### config.mk
export PLATFORM = sky130hd
export DESIGN_NAME = srdh_orient
export DESIGN_NICKNAME = d
export VERILOG_FILES = /design/src/rtl/srdh_pkg.sv /design/src/rtl/srdh_orient.sv
export SDC_FILE = /design/constraint.sdc
export NUM_CORES = 2
export LEC_CHECK = 0
export BUFFER_PORTS_ARGS = -buffer_cell sky130_fd_sc_hd__buf_2
export CORE_AREA = 2 2 279 198
export CTS_CLUSTER_SIZE = 16
export DETAILED_ROUTE_END_ITERATION = 16
export DIE_AREA = 0 0 281 200
export PLACE_DENSITY = 0.82
export SLEW_MARGIN = 10
export SYNTH_ARGS = -nofsm -noshare
export SYNTH_HDL_FRONTEND = slang
export SYNTH_SLANG_ARGS = --single-unit
### constraint.sdc
create_clock -name clk -period 13.76 [get_ports clk]
set_clock_uncertainty 0.1 [all_clocks]
set_input_delay 2.752 -clock clk [delete_from_list [all_inputs] [get_ports clk]]
set_output_delay 2.752 -clock clk [all_outputs]
set_load 0.005 [all_outputs]
### src/rtl/srdh_pkg.sv
// Shared types and widths for the segment / rectangle-diagonal hit pipeline.
// No dependencies.
package srdh_pkg;

  localparam int COORD_WIDTH = 16;
  localparam int SIZE_WIDTH  = COORD_WIDTH - 1;
  localparam int EXT_WIDTH   = COORD_WIDTH + 1;     // corner = x + w
  localparam int DIFF_WIDTH  = COORD_WIDTH + 2;     // difference of two corners
  localparam int PROD_WIDTH  = 2 * DIFF_WIDTH;      // product of two differences
  localparam int DET_WIDTH   = PROD_WIDTH + 1;      // difference of two products

  typedef logic signed [COORD_WIDTH-1:0] coord_t;
  typedef logic        [SIZE_WIDTH-1:0]  size_t;
  typedef logic signed [EXT_WIDTH-1:0]   ext_t;
  typedef logic signed [DIFF_WIDTH-1:0]  diff_t;
  typedef logic signed [PROD_WIDTH-1:0]  prod_t;
  typedef logic signed [DET_WIDTH-1:0]   det_t;

  typedef struct packed {
    ext_t x;
    ext_t y;
  } pt_t;

  // Per-stage load strobes handed to each orientation lane.
  typedef struct packed {
    logic s2;
    logic s3;
    logic s4;
  } srdh_adv_t;

  // Sign of one determinant plus the matching bounding-box flag.
  typedef struct packed {
    logic zero;
    logic neg;
    logic box;
  } orient_t;

  // Hit test for one diagonal from its four orientation results.
  function automatic logic seg_hit(orient_t o1, orient_t o2, orient_t o3, orient_t o4);
    logic proper;
    logic touch;
    proper = !o1.zero && !o2.zero && (o1.neg != o2.neg) &&
             !o3.zero && !o4.zero && (o3.neg != o4.neg);
    touch  = (o1.zero && o1.box) || (o2.zero && o2.box) ||
             (o3.zero && o3.box) || (o4.zero && o4.box);
    return proper || touch;
  endfunction

endpackage

### src/rtl/srdh_orient.sv
// One orientation lane: differences, products, determinant sign, box check.
// Depends on srdh_pkg.
module srdh_orient import srdh_pkg::*; (
  input  logic      clk,
  input  srdh_adv_t adv,
  input  pt_t       a,
  input  pt_t       b,
  input  pt_t       c,
  output orient_t   res
);

  diff_t u, v, p, q;
  logic  box2, box3;
  prod_t pu, pq;
  det_t  det;

  // stage 2: operand differences and bounding-box test
  always_ff @(posedge clk) begin
    if (adv.s2) begin
      u    <= diff_t'(c.x) - diff_t'(a.x);
      v    <= diff_t'(b.y) - diff_t'(a.y);
      p    <= diff_t'(b.x) - diff_t'(a.x);
      q    <= diff_t'(c.y) - diff_t'(a.y);
      box2 <= ((a.x <= c.x && c.x <= b.x) || (b.x <= c.x && c.x <= a.x)) &&
              ((a.y <= c.y && c.y <= b.y) || (b.y <= c.y && c.y <= a.y));
    end
  end

  // stage 3: the two cross products
  always_ff @(posedge clk) begin
    if (adv.s3) begin
      pu   <= prod_t'(u) * prod_t'(v);
      pq   <= prod_t'(p) * prod_t'(q);
      box3 <= box2;
    end
  end

  assign det = det_t'(pu) - det_t'(pq);

  // stage 4: sign of the determinant
  always_ff @(posedge clk) begin
    if (adv.s4) begin
      res.zero <= (det == '0);
      res.neg  <= det[DET_WIDTH-1];
      res.box  <= box3;
    end
  end

endmodule

==> reports/qor.yml <==
layout:
  final_util: 0.6789
  layout-drive-gt1-share: 0.03972
  instances_no_fill: 4481
  nets: 4833
  diodes: 0
  fill_cells: 4061
  synthToLayoutAreaGrowth_pct: 4.861
synthesis:
  synthCells: 3708
  syn_nets: 4803
  async_reset_ff_frac: 0
  yosysTopAreaCell: "fa_1"
  synth_warnings: 0
  netlist.area_leader.share: 0.3840
  ys_ff_latch: 149
  post_synth.cell_area_avg_um2: 9.322
  syn-cell-area_um2: 34570
  synth-edff-count: 149
  yosys-top-cells-area: "fa_1, edfxtp_1, ha_1"
  ys.flop_type: "edfxtp_1"
  ys_seq_area_frac: 0.1294
  yosysUniqueCellTypes: 70
grt:
  busiest_layer: "met2"
  antenna_found_initial: 2
  grt_max_degree: 74
  grt_use_met1: 0.4801
  track_usage: 0.3420
  gr-usage-met2: 0.4914
  grt_pass1_wl_um: 145000
  first_global_vias: 26430
  grt_overflow: 0
  use_met3: 0.1351
worst_setup_path:
  path_max_fanout: 18
  path_buf_inv: 5
  worst_path_max_delay_cell: "edfxtp_1"
  setup.worst_path.start_class: "flip-flop"
  slowest_delay_ns: 0.93
  arrival_ns: 7.63
  cp.required_ns: 13.86
  crit_type: "flip-flop to flip-flop"
  crit_family: "adder cells"
  crit_chain: "nand2_1, fa_1, inv_1, fa_1, inv_1, fa_1, inv_1, fa_1, fa_1, inv_1, fa_1, inv_1, ha_1, a21oi_1, nand4b_1, o32ai_1, o21ai_0, a41oi_1, nor2_1, o41a_1, a21o_1, a21oi_1, xnor2_1"
  end_kind: "flip-flop"
  crit_top_cell: "fa_1"
timing:
  relSlewSlack: 0.3419
  min_period_ns: 7.532
  fin_crit_sh: 0.5474
  setup_ws_ns: 6.228
  worst_slew_pin_slew_ns: 0.9872
  hold_viol_final: 0
  setup-violations-final: 0
  max_freq_mhz: 132.8
  rsz0062_at_grt: "false"
  tns_ns: 0
  drv_slew: 0
floorplanning:
  core_um2: 53390
  num_rows: 71
  die_area_um2: 56200
  die_height_um: 200
  pin_count: 109
  fp.dieW_um: 281
  start_util: 0.6474
clock_tree:
  cts_hold_buffers: 0
  worst_skew_pair.late_latency_ns: 0.46
  cts_max_level: 4
  cts_tree: "done"
  cts_setup_buffers: 0
  clkTransAtPathRegs_ns: 0.08
  cts_made_buffers: 17
  cts-root-buf: "clkbuf_16"
  ctsResizeCount: 0
  cts_buffer_depth: 2
  cts_sinks: 149
place:
  port_buffers: 108
  dp_slack_ns: 6.327
  place_inst: 4449
  hpwl_um: 76200
  place.gp.congestion: 1.079
flow_run:
  cap_violations: 0
route:
  drc: 0
  first_pass_iters: 6
  drt_iter0_markers: 2400
  vias: 25840
  vias_per_cell: 5.767
  drt_wl_total_um: 91490
  antenna_left: 0
  wl_per_cell_um: 20.42
min_path:
  hp-class: "flip-flop to flip-flop"
outcome:
  run_status: "complete, no violations"
==> registers in the layout (all words and copies together), names as in the netlist <==
signal and flops:
box2 1, box3 1, p 18, pq 36, pu 36, q 18
res 3, u 18, v 18
==> Yosys cell counts, types with 15 or more instances <==
library cell,number
nand3_1,24
o21bai_1,15
a21oi_1,105
nor2b_1,25
edfxtp_1,149
clkbuf_1,98
and2_1,339
a21o_1,49
o21a_1,25
xnor2_1,104
nor2_1,153
inv_1,893
fa_1,663
nand4_1,24
o21ai_0,82
nand2_1,357
ha_1,326
nor3_1,35
nand2b_1,23
xor2_1,23
and3_1,15
==> per-stage QoR <==
stage / hold WS, ns / cell area, µm²
finish: 0.3267 / 36250
global route: 0.3320 / 36250
floorplan: 0.3003 / 34570
CTS: 0.3269 / 36250
detailed placement: 0.3084 / 35670
global placement: 0.3003 / 35670
==> path summary, 6_finish.rpt <==
kind	cells after the start	slack (ns)	start	endpoint
max reg2reg	23	6.23	u[7]$_DFFE_PP_	pu[34]$_DFFE_PP_
min	0	0.33	box3$_DFFE_PP_	res[0]$_DFFE_PP_
min reg2reg	0	0.33	box3$_DFFE_PP_	res[0]$_DFFE_PP_
max	23	6.23	u[7]$_DFFE_PP_	pu[34]$_DFFE_PP_
==> per-layer routing <==
layer | wire length, µm | vias up
met5 | 153 | -
met4 | 2705 | 6
met3 | 12990 | 153
met2 | 37520 | 1558
met1 | 38120 | 12630
li1 | - | 11490
==> cell type report <==
type / count / area (µm²) / area share
multi-input combinational: 2566 / 26370 / 0.7274
sequential: 149 / 4474 / 0.1234
inverter: 893 / 3352 / 0.09247
tap: 730 / 913.4 / 0.02520
timing repair buffer: 111 / 563.0 / 0.01553
clock buffer: 18 / 429.2 / 0.01184
clock inverter: 14 / 150.1 / 0.004142
==> logic make-up after synthesis <==
kind of cell,share of synthesized area
xor+xnor,0.03218
simple gates,0.1495
buf+inv,0.1078
mux,0.001738
fa+ha+maj,0.5020
flops,0.1294
compound gates,0.07732
==> cells in the final DEF, fill, tap and decap left out, drive strengths merged, types with 24 or more instances in the layout <==
cell type and count:
nand2 357, o21a 25, ha 326, nand4 24, a21oi 105, fa 663, a21o 49, inv 905
nor2 153, o21ai 86, nor3 35, buf 111, xnor2 104, nor2b 25, nand3 24, edfxtp 149
and2 339
Power is not shown: default switching activity piles up to over one toggle a cycle in this logic, so the estimate is an artifact.
